===== src/hw/rtl/envc_pkg.sv =====
// ----------------------------------------------------------------------------
// Sensor compensation package
// Shared types, register indexes and helper functions.
// ----------------------------------------------------------------------------
package envc_pkg;

  localparam int CfgIdxW   = 3;
  localparam int CfgDataW  = 64;
  localparam int QueueDepthDefault = 4;

  typedef enum logic [CfgIdxW-1:0] {
    REG_TEMP  = 3'd0,
    REG_PLOW  = 3'd1,
    REG_PHIGH = 3'd2,
    REG_P9    = 3'd3,
    REG_HUM   = 3'd4
  } cfg_reg_t;

  typedef struct packed {
    logic [19:0] raw_temperature;
    logic [19:0] raw_pressure;
    logic [15:0] raw_humidity;
  } in_item_t;

  typedef struct packed {
    logic signed [23:0] temperature_centideg;
    logic [31:0]        pressure_pascal;
    logic [16:0]        humidity_q22_10;
  } out_item_t;

  // Item passed from the temperature front to the back end.
  typedef struct packed {
    logic [31:0] fine;
    logic [23:0] temp;
    logic [19:0] adc_p;
    logic [15:0] adc_h;
  } mid_item_t;

  typedef struct packed {
    logic [47:0] temp_c;
    logic [63:0] plow;
    logic [63:0] phigh;
    logic [15:0] p9;
    logic [63:0] hum_c;
  } coeffs_t;

  function automatic logic [31:0] mul32(input logic [31:0] a, input logic [31:0] b);
    logic [63:0] p;
    p = a * b;
    return p[31:0];
  endfunction

  function automatic logic [31:0] asr(input logic [31:0] x, input int n);
    return 32'($signed(x) >>> n);
  endfunction

  function automatic logic [31:0] sx16(input logic [15:0] v);
    return {{16{v[15]}}, v};
  endfunction

endpackage


===== src/hw/rtl/envc_front.sv =====
// ----------------------------------------------------------------------------
// Sensor compensation front end
// Accept readings and work out fine temperature in a short pipeline.
// ----------------------------------------------------------------------------
module envc_front import envc_pkg::*; (
  input  logic      clk,
  input  logic      rst,
  input  coeffs_t   coeffs,
  input  logic      in_valid,
  output logic      in_stall,
  input  in_item_t  in_data,
  output logic      mid_valid,
  input  logic      mid_stall,
  output mid_item_t mid_data
);

  logic        s1_valid, s2_valid, s3_valid;
  in_item_t    s1_in;
  logic [31:0] s1_pa;
  logic [31:0] s2_a, s2_dd;
  logic [19:0] s2_p, s3_p;
  logic [15:0] s2_h, s3_h;
  logic [31:0] s3_fine;
  logic        adv;
  logic [31:0] t1, t2, t3, d, fa, fb, f5;

  assign adv       = !(mid_valid && mid_stall);
  assign in_stall  = !adv;
  assign mid_valid = s3_valid;

  assign t1 = {16'd0, coeffs.temp_c[15:0]};
  assign t2 = sx16(coeffs.temp_c[31:16]);
  assign t3 = sx16(coeffs.temp_c[47:32]);
  assign d  = {16'd0, s1_in.raw_temperature[19:4]} - t1;
  assign fa = asr(mul32(s1_pa, t2), 11);
  assign fb = asr(mul32(s2_dd, t3), 14);
  assign f5 = asr(mul32(s3_fine, 32'd5) + 32'd128, 8);

  always_ff @(posedge clk) begin
    if (rst) begin
      s1_valid <= 1'b0;
      s2_valid <= 1'b0;
      s3_valid <= 1'b0;
    end else if (adv) begin
      s1_valid <= in_valid;
      s2_valid <= s1_valid;
      s3_valid <= s2_valid;
    end
    if (adv) begin
      s1_in   <= in_data;
      s1_pa   <= {15'd0, in_data.raw_temperature[19:3]} - {15'd0, coeffs.temp_c[15:0], 1'b0};
      s2_a    <= fa;
      s2_dd   <= asr(mul32(d, d), 12);
      s2_p    <= s1_in.raw_pressure;
      s2_h    <= s1_in.raw_humidity;
      s3_fine <= s2_a + fb;
      s3_p    <= s2_p;
      s3_h    <= s2_h;
    end
  end

  assign mid_data = '{fine: s3_fine, temp: f5[23:0], adc_p: s3_p, adc_h: s3_h};

endmodule


===== config.mk =====
export PLATFORM = sky130hd
export DESIGN_NAME = envc_front
export DESIGN_NICKNAME = d
export VERILOG_FILES = /design/src/hw/rtl/envc_pkg.sv /design/src/hw/rtl/envc_front.sv
export SDC_FILE = /design/constraint.sdc
export NUM_CORES = 2
export LEC_CHECK = 0
export BUFFER_PORTS_ARGS = -buffer_cell sky130_fd_sc_hd__buf_2
export CORE_MARGIN = 3
export CORE_UTILIZATION = 45
export DETAILED_ROUTE_END_ITERATION = 10
export HOLD_SLACK_MARGIN = 0.1
export PLACE_DENSITY = 0.65
export RECOVER_POWER = 25
export SLEW_MARGIN = 15
export SYNTH_ARGS = -nofsm -noshare
export SYNTH_HDL_FRONTEND = slang
export SYNTH_SLANG_ARGS = --single-unit

===== constraint.sdc =====
create_clock -name clk -period 9.45 [get_ports clk]
set_input_delay 0.945 -clock clk [delete_from_list [all_inputs] [get_ports clk]]
set_output_delay 0.945 -clock clk [all_outputs]
set_load 0.005 [all_outputs]

==> results.cfg <==
[synthesis]
yosys_warnings = 0
synth_edf_count = 205
yosysTopAreaCell = fa_1
syn_area_per_cell_um2 = 10.1
ys_seq_elements = 208
synthFlopType = edfxtp_1
synth.area.top_cells = fa_1, edfxtp_1, ha_1
yosysUniqueCellTypes = 63
yosysMostFrequentCell = inv_1
synth.yosys.seq_area_share = 0.161
synth_top_area_frac = 0.424
syn_nets = 5336
synthArstFlopShare = 0
synth_cells = 3850
synthTopCellsByCount = inv_1, fa_1, nand2_1, ha_1, and2_1
synth_area_um2 = 38700

[timing]
rsz0062_at_grt = no
relSlewSlack = 0.342
setup_ws_ns = 0.647
worst_pin_slew_ns = 0.987
finalCritPeriodShare = 0.931
fin_crit_ns = 8.80
fin_setup_tns_ns = 0
hold_viol = 0
setup_viol = 0
timing.fmax_ghz = 0.114
clock_skew_ns = 0.0251
slew_viol_final = 0

[route]
wl_um = 85800
wire_per_inst_um = 16.6
vias_per_cell = 4.97
top_layer_used = met4
num_vias = 25700
met1_length_um = 36500
met3RoutedLength_um = 4230
drc = 0
wl_met2_um = 43000
dr.pass1.iters = 6
dr.first_iter.drc_count = 1324
ant_nets = 0

[placement]
io_buffers = 198
routabilityCongestion = 0.844
dpl.cell_count = 5127
pre_cts_ws_ns = 0.159
hpwl_um = 71400

[global_routing]
grt_start_max_net_pins = 80
grt_pass1_vias = 28400
grt_pass1_wl_um = 144000
grt-ovfl-total = 0
grt_util_all_layers = 0.201
antenna_found_initial = 4

[critical_path]
cp.arrival_ns = 9.12
cpMaxStageDelayCell = fa_1
crit_path_end_kind = flop
required_ns = 9.77
crit_top_cell = fa_1
critical_path_class = in2reg
start_kind = primary input
max_stage_delay_ns = 0.54
worstPathMaxFanout = 9

[die]
start_util = 0.459
die_h_um = 299
core_area_um2 = 84400
top_level_ports = 410
die_w_um = 299
rows = 106
design.die.area_um2 = 89500

[run_status]
status = complete, no violations

[clock_tree]
cts_num_sinks = 208
cts_root_buffer = clkbuf_16
cts_made_buffers = 25
worstSkewPairLatency_ns = 0.58
holdBufCountCts = 0
cts-htree-levels = 1
clk_path_buf_depth = 3
cts_tree = built
cts_setup_buffers = 0
clk_pin_slew_ns = 0.06
cts_resized = 0

[cells_and_area]
drive_gt1_frac = 0.0773
fillers = 7836
nets = 5506
area_growth_pct = 8.42
fin_cells = 5173

[run]
drv_cap = 0

[worst_hold_path]
hold_class = reg2reg
cells in the final DEF, fill, tap and decap left out, drive strengths merged, types with 4 or more instances in the layout:
master and count:
a211oi 7, o41ai 7, fa 820, a21boi 6
nor3 25, xnor2 128, o31ai 4, inv 987
clkinvlp 4, nor2 177, o21ai 30, a221o 4
a21oi 61, ha 350, nand2 428, and2 245
and3 12, xor2 31, a31oi 6, clkbuf 45
nand3 18, o21bai 6, nand2b 44, o211ai 5
buf 251, o21a 21, a21o 25, nor2b 19
edfxtp 205, or2 6, clkinv 7
stage by stage:
stage          hold WS (ns)  area (um2)   util
4_1_cts               0.417       42000  0.498
3_5_place_dp          0.405       41100  0.488
6_report              0.416       42000  0.497
2_1_floorplan         0.400       38700      -
3_3_place_gp          0.400       41100  0.488
5_1_grt               0.418       42000  0.497
layout make-up:
cell class	instances	area (um2)	area share
inverter	984	3690	0.0880
antenna	1	2.50	0.0000596
clock inverter	17	191	0.00456
clock buffer	28	637	0.0152
timing repair buffer	268	1510	0.0359
sequential	208	6220	0.148
multi-input combinational	2533	28300	0.674
tap	1134	1420	0.0338
worst max-delay path, delay by kind of cell:
kind	cells	cell delay (ns)
fa+ha+maj	8	3.49
xor+xnor	2	0.39
simple gates	5	0.80
compound gates	14	2.58
buf+inv	7	0.89
kinds of logic (layout without fill, tap and decap cells):
family          after synthesis  count (layout)  synth area share
buf+inv                    1109            1297             0.109
simple gates                991             991             0.120
compound gates              213             213            0.0373
other cells                   0               1                 0
fa+ha+maj                  1170            1170             0.537
flops                       208             208             0.161
xor+xnor                    159             159            0.0360
routing by layer:
metal	vias up	GRT usage
met5	-	0
met3	128	0.0235
met1	13200	0.265
met4	0	0.0515
met2	579	0.355
li1	11800	-
final timing paths:
kind | start | to | slack [ns] | cells past startpoint
setup / recovery | coeffs[209] | s2_dd[17] | 0.65 | 36
hold reg to reg | s1_in[7] | s2_h[7] | 0.42 | 0
setup reg to reg | s2_dd[5] | s3_fine[20] | 0.76 | 30
hold / removal | s1_in[7] | s2_h[7] | 0.42 | 0
registers in the layout, indices dropped and copies added, names as in the netlist:
| name | flops |
|---|---|
| mid_valid | 1 |
| s1_in | 53 |
| s1_pa | 17 |
| s1_valid | 1 |
| s2_a | 21 |
| s2_dd | 20 |
| s2_h | 16 |
| s2_p | 20 |
| s2_valid | 1 |
| s3_fine | 22 |
| s3_h | 16 |
| s3_p | 20 |
Power is left out: the tool's default activity adds up to more than one toggle a clock period on the data nets, which glitch-free logic cannot reach.
