$ cat src/hw/rtl/envc_pkg.sv
// ----------------------------------------------------------------------------
// Sensor compensation package
// Shared types, register indexes and helper functions.
// ----------------------------------------------------------------------------
package envc_pkg;

  localparam int CfgIdxW   = 3;
  localparam int CfgDataW  = 64;
  localparam int QueueDepthDefault = 4;

  typedef enum logic [CfgIdxW-1:0] {
    REG_TEMP  = 3'd0,
    REG_PLOW  = 3'd1,
    REG_PHIGH = 3'd2,
    REG_P9    = 3'd3,
    REG_HUM   = 3'd4
  } cfg_reg_t;

  typedef struct packed {
    logic [19:0] raw_temperature;
    logic [19:0] raw_pressure;
    logic [15:0] raw_humidity;
  } in_item_t;

  typedef struct packed {
    logic signed [23:0] temperature_centideg;
    logic [31:0]        pressure_pascal;
    logic [16:0]        humidity_q22_10;
  } out_item_t;

  // Item passed from the temperature front to the back end.
  typedef struct packed {
    logic [31:0] fine;
    logic [23:0] temp;
    logic [19:0] adc_p;
    logic [15:0] adc_h;
  } mid_item_t;

  typedef struct packed {
    logic [47:0] temp_c;
    logic [63:0] plow;
    logic [63:0] phigh;
    logic [15:0] p9;
    logic [63:0] hum_c;
  } coeffs_t;

  function automatic logic [31:0] mul32(input logic [31:0] a, input logic [31:0] b);
    logic [63:0] p;
    p = a * b;
    return p[31:0];
  endfunction

  function automatic logic [31:0] asr(input logic [31:0] x, input int n);
    return 32'($signed(x) >>> n);
  endfunction

  function automatic logic [31:0] sx16(input logic [15:0] v);
    return {{16{v[15]}}, v};
  endfunction

endpackage

$ cat src/hw/rtl/envc_queue.sv
// ----------------------------------------------------------------------------
// Sensor compensation queue
// Small FIFO between front and back ends.
// ----------------------------------------------------------------------------
module envc_queue import envc_pkg::*; #(
  parameter int Depth = QueueDepthDefault
) (
  input  logic      clk,
  input  logic      rst,
  input  logic      wr_valid,
  output logic      wr_stall,
  input  mid_item_t wr_data,
  output logic      rd_valid,
  input  logic      rd_stall,
  output mid_item_t rd_data
);

  localparam int AW = (Depth > 1) ? $clog2(Depth) : 1;

  mid_item_t        mem [Depth];
  logic [AW-1:0]    wp, rp;
  logic [AW:0]      cnt;
  logic             wr, rd;

  assign wr_stall = (cnt == (AW+1)'(Depth));
  assign rd_valid = (cnt != '0);
  assign rd_data  = mem[rp];
  assign wr = wr_valid && !wr_stall;
  assign rd = rd_valid && !rd_stall;

  always_ff @(posedge clk) begin
    if (rst) begin
      wp <= '0;
      rp <= '0;
      cnt <= '0;
    end else begin
      if (wr) wp <= (wp == AW'(Depth-1)) ? '0 : wp + 1'b1;
      if (rd) rp <= (rp == AW'(Depth-1)) ? '0 : rp + 1'b1;
      cnt <= cnt + (AW+1)'(wr) - (AW+1)'(rd);
    end
    if (wr) mem[wp] <= wr_data;
  end

endmodule

$ cat config.mk
export PLATFORM = sky130hd
export DESIGN_NAME = envc_queue
export DESIGN_NICKNAME = d
export VERILOG_FILES = /design/src/hw/rtl/envc_pkg.sv /design/src/hw/rtl/envc_queue.sv
export SDC_FILE = /design/constraint.sdc
export NUM_CORES = 1
export LEC_CHECK = 0
export ABC_AREA = 1
export BUFFER_PORTS_ARGS = -buffer_cell sky130_fd_sc_hd__buf_2
export CORE_ASPECT_RATIO = 0.9
export CORE_UTILIZATION = 30
export DETAILED_ROUTE_END_ITERATION = 6
export PLACE_DENSITY = 0.55
export SYNTH_ARGS = -nofsm -noshare
export SYNTH_HDL_FRONTEND = slang
export SYNTH_SLANG_ARGS = --single-unit
export TNS_END_PERCENT = 100
$ cat constraint.sdc
create_clock -name clk -period 10.8 [get_ports clk]
set_input_delay 1.62 -clock clk [delete_from_list [all_inputs] [get_ports clk]]
set_output_delay 1.62 -clock clk [all_outputs]
set_load 0.05 [all_outputs]
==> out/results.tsv, run 1 <==
metric	value	unit
status	finished, final reports clean	
sw frac	0.411	
Most used DFF post-synth	edfxtp_1	
final-report setup violation count	0	
Slew Viols, Final	0	
most common cell in the netlist	edfxtp_1	
sequential share of power	0.370	
Net Switching	0.00206	W
Reg-to-Reg End	mem[2][85]	
CTS sink cnt	377	
maximum vdd drop	184	uV
post-synthesis sequential area ratio	0.795	
flops & latches, synth	377	
fmax	199	MHz
drt total wl	32000	um
Initial Util	0.303	
Net Count, Synth	1059	
CTS tree	done	
Fin. Hold Viols	0	
Placeable Area	46500	um2
die area	47900	um2
startpoint class of the critical path	register	
Iter 0 DRT Violations	540	
clk_lat worst skew	550	ps
fillers	4490	
Ports	190	
ys async rst share	0	
row count	75	
aggregate global routing overflow	0	
combinational power share	0.364	
Clock power frac	0.266	
placed wire-length estimate	17300	um
Sequential Area	11200	um2
Post-route DRC	0	
GRT Overall Usage	0.133	
routability congestion estimate	0.700	
Vias per Instance	4.67	
wire per inst	17.9	um
largest net degree at the start of global routing	97	
first-pass GRT wire length	49000	um
Hold/Removal Path Class	reg2reg	
internal power	0.00295	W
chip height	208	um
post-CTS setup buffer count	0	
Reg clk slew, reported paths	60	ps
path type of the worst setup path	reg2out	
Lkg Pwr	5.83	nW
Avg Cell Area, Syn	14.8	um2
vias in the first global route	8371	
Worst Setup End Kind	primary output	
R2R depth	6	
Final Instance Count excl. Fillers	1787	
YS warnings	0	
footprint of the multi-input gates	2470	um2
Setup crit end	rd_data[79]	
Required @ worst endpoint	9180	ps
Pre-Repair DR Iteration Count	5	
Max-slew headroom	0.260	
reg2reg start	cnt[1]	
final setup TNS	0	ps
Cells after Synth	955	
DR vias	8344	
Antenna Nets Post-Route	0	
Tcrit/Tclk final	0.465	
synth unique cells	21	
initial antenna violation count	4	
worst slew pin tran	1110	ps
Arr. time, crit path	3400	ps
RSZ-0062 raised after global routing	false	
Buffers on Ports	189	
fin nets	1244	
post-route clock skew	15.9	ps
root buffer cell	clkbuf_16	
Area contributors post-synth	edfxtp_1, nor2_1, o22ai_1	
post-cts gate resize count	0	
synthesized area	14100	um2
H-tree depth	2	
die width	231	um
cell total after placement	1714	
clock period minus worst slack	5020	ps
CTS buffer count	40	
cell accounting for the most synthesized area	edfxtp_1	
flop-to-flop setup slack	7880	ps
Area Overhead vs Synth	19.5	%
PwrDens	297	nW/um2
Worst Path Max Fanout	90	
Post-synth EDFFs	368	
share of layout cells above drive strength 1	0.232	
clock buffer depth	3	
Max-cap violations	0	
most common library cells after synthesis	edfxtp_1, nor2_1, o21ai_0	
CTS Hold Buffers Added	0	
top cell type's share of synthesized area	0.783	
[power groups by stage]
stage	clock, W	combinational [W]	sequential (W)
2_1_floorplan	0	0.00141	0.00188
3_3_place_gp	0	0.00183	0.00188
3_5_place_dp	0	0.00184	0.00188
4_1_cts	0.00138	0.00185	0.00185
5_1_grt	0.00143	0.00195	0.00187
6_report	0.00133	0.00182	0.00185
[placed cells by master, fill, tap and decap left out, types with 4 or more instances in the layout]
cell type,count
buf_2,189
buf_4,14
clkbuf_1,5
clkbuf_16,41
clkinv_1,5
clkinv_2,8
dfxtp_1,7
diode_2,4
edfxtp_1,368
ha_1,7
inv_1,14
nand2_1,10
nor2_1,197
nor2_4,4
o21ai_0,114
o21ai_1,70
o22ai_1,92
[stage by stage]
stage          total power (W)  setup WS (ps)   util  instance area (um2)  hold WS, ps
3_5_place_dp           0.00373           6290  0.335                15600          506
5_1_grt                0.00524           5430  0.362                16900          573
3_3_place_gp           0.00371           6300  0.335                15600          497
6_report               0.00500           5780  0.362                16900          503
2_1_floorplan          0.00329           4660      -                14100          479
4_1_cts                0.00508           5690  0.362                16900          511
[worst min path at each step]
stage / cells past startpoint / startpoint / to
global route: 2 / rp[1] / register
floorplan: 2 / rp[1] / register
detailed placement: 2 / rp[1] / register
finish: 2 / rp[1] / register
CTS: 2 / rp[1] / register
global placement: 2 / rp[1] / register
[layout make-up]
class                           instances  area share
Antenna cell                            4    0.000593
Clock inverter                         21      0.0114
Multi-Input combinational cell        502       0.146
Sequential cell                       377       0.666
Timing Repair Buffer                  203      0.0623
Tap cell                              616      0.0457
Clock buffer                           48      0.0636
Inverter                               16     0.00386
[sequential cells by signal, summed over array words and instances (netlist names), named ones only]
register	flops
mem	368
cnt	3
rp	2
wp	2
[logic make-up after synthesis]
logic type      count (synthesis)  synth area share
simple gates                  215            0.0580
fa+ha+maj                       8           0.00762
flops                         377             0.795
compound gates                278             0.107
xor+xnor                        1          0.000620
buf+inv                        76            0.0317
[worst max-delay path: stages (launching register included)]
cell     delay (ps)
dfxtp_4         680
buf_4           540
buf_4           730
o21ai_0         220
o22ai_1         190
buf_2           310
[routing by layer]
layer	up-vias	track usage	routed length (um)
met5	-	0	35
li1	3975	-	-
met3	55	0.0440	2400
met2	197	0.208	14600
met4	6	0.0434	694
met1	4111	0.174	14300
(Power assumes the default switching activity.)
==> run 2: changes to the inputs <==
ABC_AREA = 0   (was 1)
clock period = 5.1 ns   (was 10.8 ns; I/O delays follow)
==> out/results.tsv, run 2 <==
metric	value	unit	change
placed wire-length estimate	15600	um	was 17300 um
Net Count, Synth	636		was 1059
Lkg Pwr	5.46	nW	was 5.83 nW
largest net degree at the start of global routing	55		was 97
die area	46800	um2	was 47900 um2
clk_lat worst skew	540	ps	was 550 ps
path type of the worst setup path	reg2out		unchanged
most common cell in the netlist	edfxtp_1		unchanged
synthesized area	13800	um2	was 14100 um2
CTS sink cnt	377		unchanged
top cell type's share of synthesized area	0.803		was 0.783
largest registers	mem: 368 flops, cnt: 3 flops		unchanged
most common library cells after synthesis	edfxtp_1, mux4_2, buf_2, buf_6, dfxtp_1		was edfxtp_1, nor2_1, o21ai_0
die width	228	um	was 231 um
commonest non-fill, non-tap cell in the layout	edfxtp_1		unchanged
worst slew pin tran	784	ps	was 1110 ps
CTS Hold Buffers Added	0		unchanged
CTS buffer count	41		was 40
Post-synth EDFFs	368		unchanged
final setup TNS	0	ps	unchanged
chip height	205	um	was 208 um
Pre-Repair DR Iteration Count	4		was 5
Fin. Hold Viols	0		unchanged
fmax	294	MHz	
clock buffer depth	3		unchanged
post-route clock skew	15.7	ps	was 15.9 ps
Sequential Area	11200	um2	about the same
CTS tree	done		unchanged
fillers	4178		was 4490
fin nets	853		was 1244
WHS	431	ps	was 503 ps
Hold/Removal Path Class	in2reg		was reg2reg
root buffer cell	clkbuf_16		unchanged
Most used DFF post-synth	edfxtp_1		unchanged
Vias per Instance	4.47		was 4.67
max reg flops	368		unchanged
Cells after Synth	532		was 955
share of layout cells above drive strength 1	0.445		was 0.232
Required @ worst endpoint	4340	ps	was 9180 ps
Biggest register	mem		unchanged
post-CTS setup buffer count	0		unchanged
synth unique cells	25		was 21
PwrDens	555	nW/um2	was 297 nW/um2
post-cts gate resize count	0		unchanged
Reg clk slew, reported paths	60	ps	about the same
aggregate global routing overflow	0		unchanged
routability congestion estimate	0.680		was 0.700
flop-to-flop setup slack	2550	ps	was 7880 ps
Worst Setup End Kind	primary output		unchanged
flops & latches, synth	377		unchanged
Max-slew headroom	0.477		was 0.260
Arr. time, crit path	2630	ps	was 3400 ps
Antenna Nets Post-Route	0		unchanged
Worst Path Max Fanout	27		was 90
post-synthesis sequential area ratio	0.816		was 0.795
DR vias	6196		was 8344
ys async rst share	0		unchanged
YS warnings	0		unchanged
Area Overhead vs Synth	21.0	%	was 19.5%
Tcrit/Tclk final	0.667		
drt total wl	27000	um	was 32000 um
Placeable Area	45400	um2	was 46500 um2
cell accounting for the most synthesized area	edfxtp_1		unchanged
Iter 0 DRT Violations	362		was 540
initial antenna violation count	4		unchanged
footprint of the multi-input gates	2360	um2	was 2470 um2
Initial Util	0.303		about the same
Max-cap violations	0		unchanged
clock period minus worst slack	3400	ps	
final-report setup violation count	0		unchanged
status	finished, final reports clean		unchanged
RSZ-0062 raised after global routing	false		unchanged
Post-route DRC	0		unchanged
wire per inst	19.4	um	was 17.9 um
Area contributors post-synth	edfxtp_1, mux4_2, dfxtp_1		was edfxtp_1, nor2_1, o22ai_1
startpoint class of the critical path	register		unchanged
first-pass GRT wire length	41000	um	was 49000 um
maximum vdd drop	252	uV	was 184 uV
H-tree depth	2		unchanged
Avg Cell Area, Syn	25.9	um2	was 14.8 um2
GRT Overall Usage	0.117		was 0.133
vias in the first global route	6586		was 8371
Ports	190		unchanged
row count	74		was 75
Buffers on Ports	189		unchanged
Slew Viols, Final	0		unchanged
most frequent cells in the layout	edfxtp_1, buf_2, mux4_2		was edfxtp_1, nor2_1, buf_2
-- run 2: final cells by class --
type,count,area share
timing repair buffer,196,0.0645
sequential,377,0.675
antenna,1,0.000150
multi-input combinational,126,0.142
inverter,7,0.00158
tap,608,0.0457
clock buffer,50,0.0636
clock inverter,22,0.00796
-- run 2: path summary, 6_finish.rpt --
path | from | endpoint | depth (start not counted)
hold reg to reg | rp[1] | register | 2
hold / removal | wr_data[84] | mem[2][84] | 1
setup reg to reg | cnt[1] | cnt[2] | 11
setup / recovery | register | rd_data[52] | 3
-- run 2: power breakdown --
group          leakage, nW  switching [W]  internal [W]
registers             3.45       0.000138       0.00379
clock network        0.580        0.00114       0.00152
logic                 1.44        0.00186      0.000790
-- run 2: cells by family after synthesis --
logic type / synth area share
flops: 0.816
simple gates: 0.00809
buf+inv: 0.0139
mux: 0.151
compound gates: 0.00327
fa+ha+maj: 0.00782
xor+xnor: 0.000636
-- run 2: per-layer routing --
| metal | part of all wire | wire length, um | GRT usage |
|---|---|---|---|
| met3 | 0.062 | 1670 | 0.0348 |
| met5 | 0.0015 | 40 | 0 |
| met2 | 0.47 | 12600 | 0.178 |
| met4 | 0.026 | 688 | 0.0463 |
| met1 | 0.44 | 11900 | 0.157 |
-- run 2: critical path, cell delays in order (launching register included) --
cell and delay, ps:
dfxtp_4 680, buf_4 570, mux4_2 580, buf_2 230
-- run 2: metrics by stage --
stage | worst slack (ps) | utilization | std cells | power [W] | instance area (um2)
6_report | 1700 | 0.367 | 1387 | 0.00924 | 16700
5_1_grt | 1470 | 0.367 | 1387 | 0.00963 | 16700
4_1_cts | 1540 | 0.367 | 1386 | 0.00942 | 16700
3_5_place_dp | 2150 | 0.341 | 1314 | 0.00671 | 15500
3_3_place_gp | 2160 | 0.341 | 1314 | 0.00670 | 15500
2_1_floorplan | 2730 | - | 532 | 0.00606 | 13800
==> run 3: changes to the inputs <==
PLACE_DENSITY = 0.57   (was 0.55)
clock period = 2.8 ns   (was 5.1 ns; I/O delays follow)
==> out/results.tsv, run 3 (synthesized netlist as in run 2, its figures left out) <==
metric	value	unit	change
row count	74		unchanged
Hold/Removal Path Class	in2reg		unchanged
share of layout cells above drive strength 1	0.455		was 0.445
wire per inst	19.0	um	was 19.4 um
RSZ-0062 raised after global routing	false		unchanged
Antenna Nets Post-Route	0		unchanged
footprint of the multi-input gates	2360	um2	unchanged
dpl cell area	15600	um2	was 15500 um2
maximum vdd drop	516	uV	was 252 uV
Vias per Instance	4.40		was 4.47
Max-cap violations	0		unchanged
H-tree depth	2		unchanged
die width	228	um	unchanged
largest net degree at the start of global routing	50		was 55
fillers	4179		was 4178
hold path start	wr_data[69]		was wr_data[84]
Ports	190		unchanged
clock period minus worst slack	2560	ps	
Area Overhead vs Synth	22.1	%	was 21.0%
initial antenna violation count	0		was 4
clock buffer depth	3		unchanged
Post-route DRC	0		unchanged
final-report setup violation count	0		unchanged
drt total wl	26500	um	was 27000 um
post-route clock skew	10.6	ps	was 15.7 ps
vias in the first global route	6705		was 6586
reg2reg start	cnt[1]		unchanged
Hold Path End	mem[1][69]		was mem[2][84]
Pre-Repair DR Iteration Count	6		was 4
Required @ worst endpoint	2380	ps	was 4340 ps
Pwr Total	0.0170	W	was 0.00924 W
commonest non-fill, non-tap cell in the layout	edfxtp_1		unchanged
Lkg Pwr	5.54	nW	was 5.46 nW
Final Util	0.371		was 0.367
worst slew pin tran	524	ps	was 784 ps
Worst Setup End Kind	primary output		unchanged
Reg-to-Reg End	cnt[2]		unchanged
die area	46800	um2	unchanged
hold depth	1		unchanged
Initial Util	0.303		unchanged
post-CTS setup buffer count	0		unchanged
routability congestion estimate	0.692		was 0.680
chip height	205	um	unchanged
CTS tree	done		unchanged
cell total after placement	1324		was 1314
status	finished, final reports clean		unchanged
fin nets	862		was 853
path type of the worst setup path	reg2out		unchanged
Final Instance Count excl. Fillers	1394		was 1387
Placeable Area	45400	um2	unchanged
DR vias	6129		was 6196
CTS buffer count	40		was 41
Slew Viols, Final	0		unchanged
root buffer cell	clkbuf_16		unchanged
aggregate global routing overflow	0		unchanged
clk_lat worst skew	530	ps	was 540 ps
flop-to-flop setup slack	430	ps	was 2550 ps
post-cts gate resize count	0		unchanged
most frequent cells in the layout	edfxtp_1, buf_2, mux4_2		unchanged
Buffers on Ports	189		unchanged
Max-slew headroom	0.651		was 0.477
R2R depth	11		unchanged
PwrDens	1010	nW/um2	was 555 nW/um2
Reg clk slew, reported paths	50	ps	was 60 ps
CTS sink cnt	377		unchanged
max reg flops	368		unchanged
CTS Hold Buffers Added	0		unchanged
cell area after layout	16800	um2	was 16700 um2
Arr. time, crit path	2140	ps	was 2630 ps
Worst Path Max Fanout	49		was 27
final setup TNS	0	ps	unchanged
first-pass GRT wire length	40300	um	was 41000 um
largest registers	mem: 368 flops, cnt: 3 flops		unchanged
GRT Overall Usage	0.114		was 0.117
startpoint class of the critical path	register		unchanged
Fin. Hold Viols	0		unchanged
Biggest register	mem		unchanged
placed wire-length estimate	15800	um	was 15600 um
Sequential Area	11200	um2	unchanged
fmax	391	MHz	
Tcrit/Tclk final	0.913		
Iter 0 DRT Violations	359		was 362
==> run 3: power breakdown <==
part	total, W	internal [W]	switching, W	leakage, nW
logic	0.00502	0.00151	0.00351	1.51
clock network	0.00488	0.00286	0.00203	0.581
registers	0.00705	0.00690	0.000156	3.45
==> run 3: worst max-delay path by stage <==
stage                     startpoint          end  slack, ps  cells after the start
final                       register  rd_data[40]        240                      3
after global routing        register  rd_data[40]        100                      3
after CTS                   register  rd_data[40]        150                      3
after detailed placement      cnt[1]       cnt[2]        430                     11
after global placement        cnt[1]       cnt[2]        480                     11
after floorplan               cnt[1]       cnt[2]        460                     12
==> run 3: critical path, stage by stage (launching register included) <==
cell and delay (ps):
dfxtp_4 370, buf_12 340, mux4_2 600, buf_2 240
==> run 3: layer usage <==
layer	vias up	part of all wire	GRT usage
li1	2740	-	-
met1	3222	0.45	0.151
met2	127	0.48	0.180
met3	40	0.054	0.0327
met4	0	0.019	0.0398
met5	-	0	0
==> run 3: area by class of cell <==
cell class / count / area share
well taps: 608 / 0.0453
inverters: 7 / 0.00156
flip-flops and latches: 377 / 0.669
diodes: 1 / 0.000149
repair buffers: 206 / 0.0728
multi-input cells: 126 / 0.140
clock inverters: 17 / 0.00782
clock buffers: 52 / 0.0635
==> run 3: per-stage QoR <==
step | setup WS (ps) | hold WS [ps]
5_1_grt | 104 | 66.6
4_1_cts | 149 | 56.6
6_report | 245 | 98.3
3_3_place_gp | 484 | 499
2_1_floorplan | 461 | 472
3_5_place_dp | 427 | 499
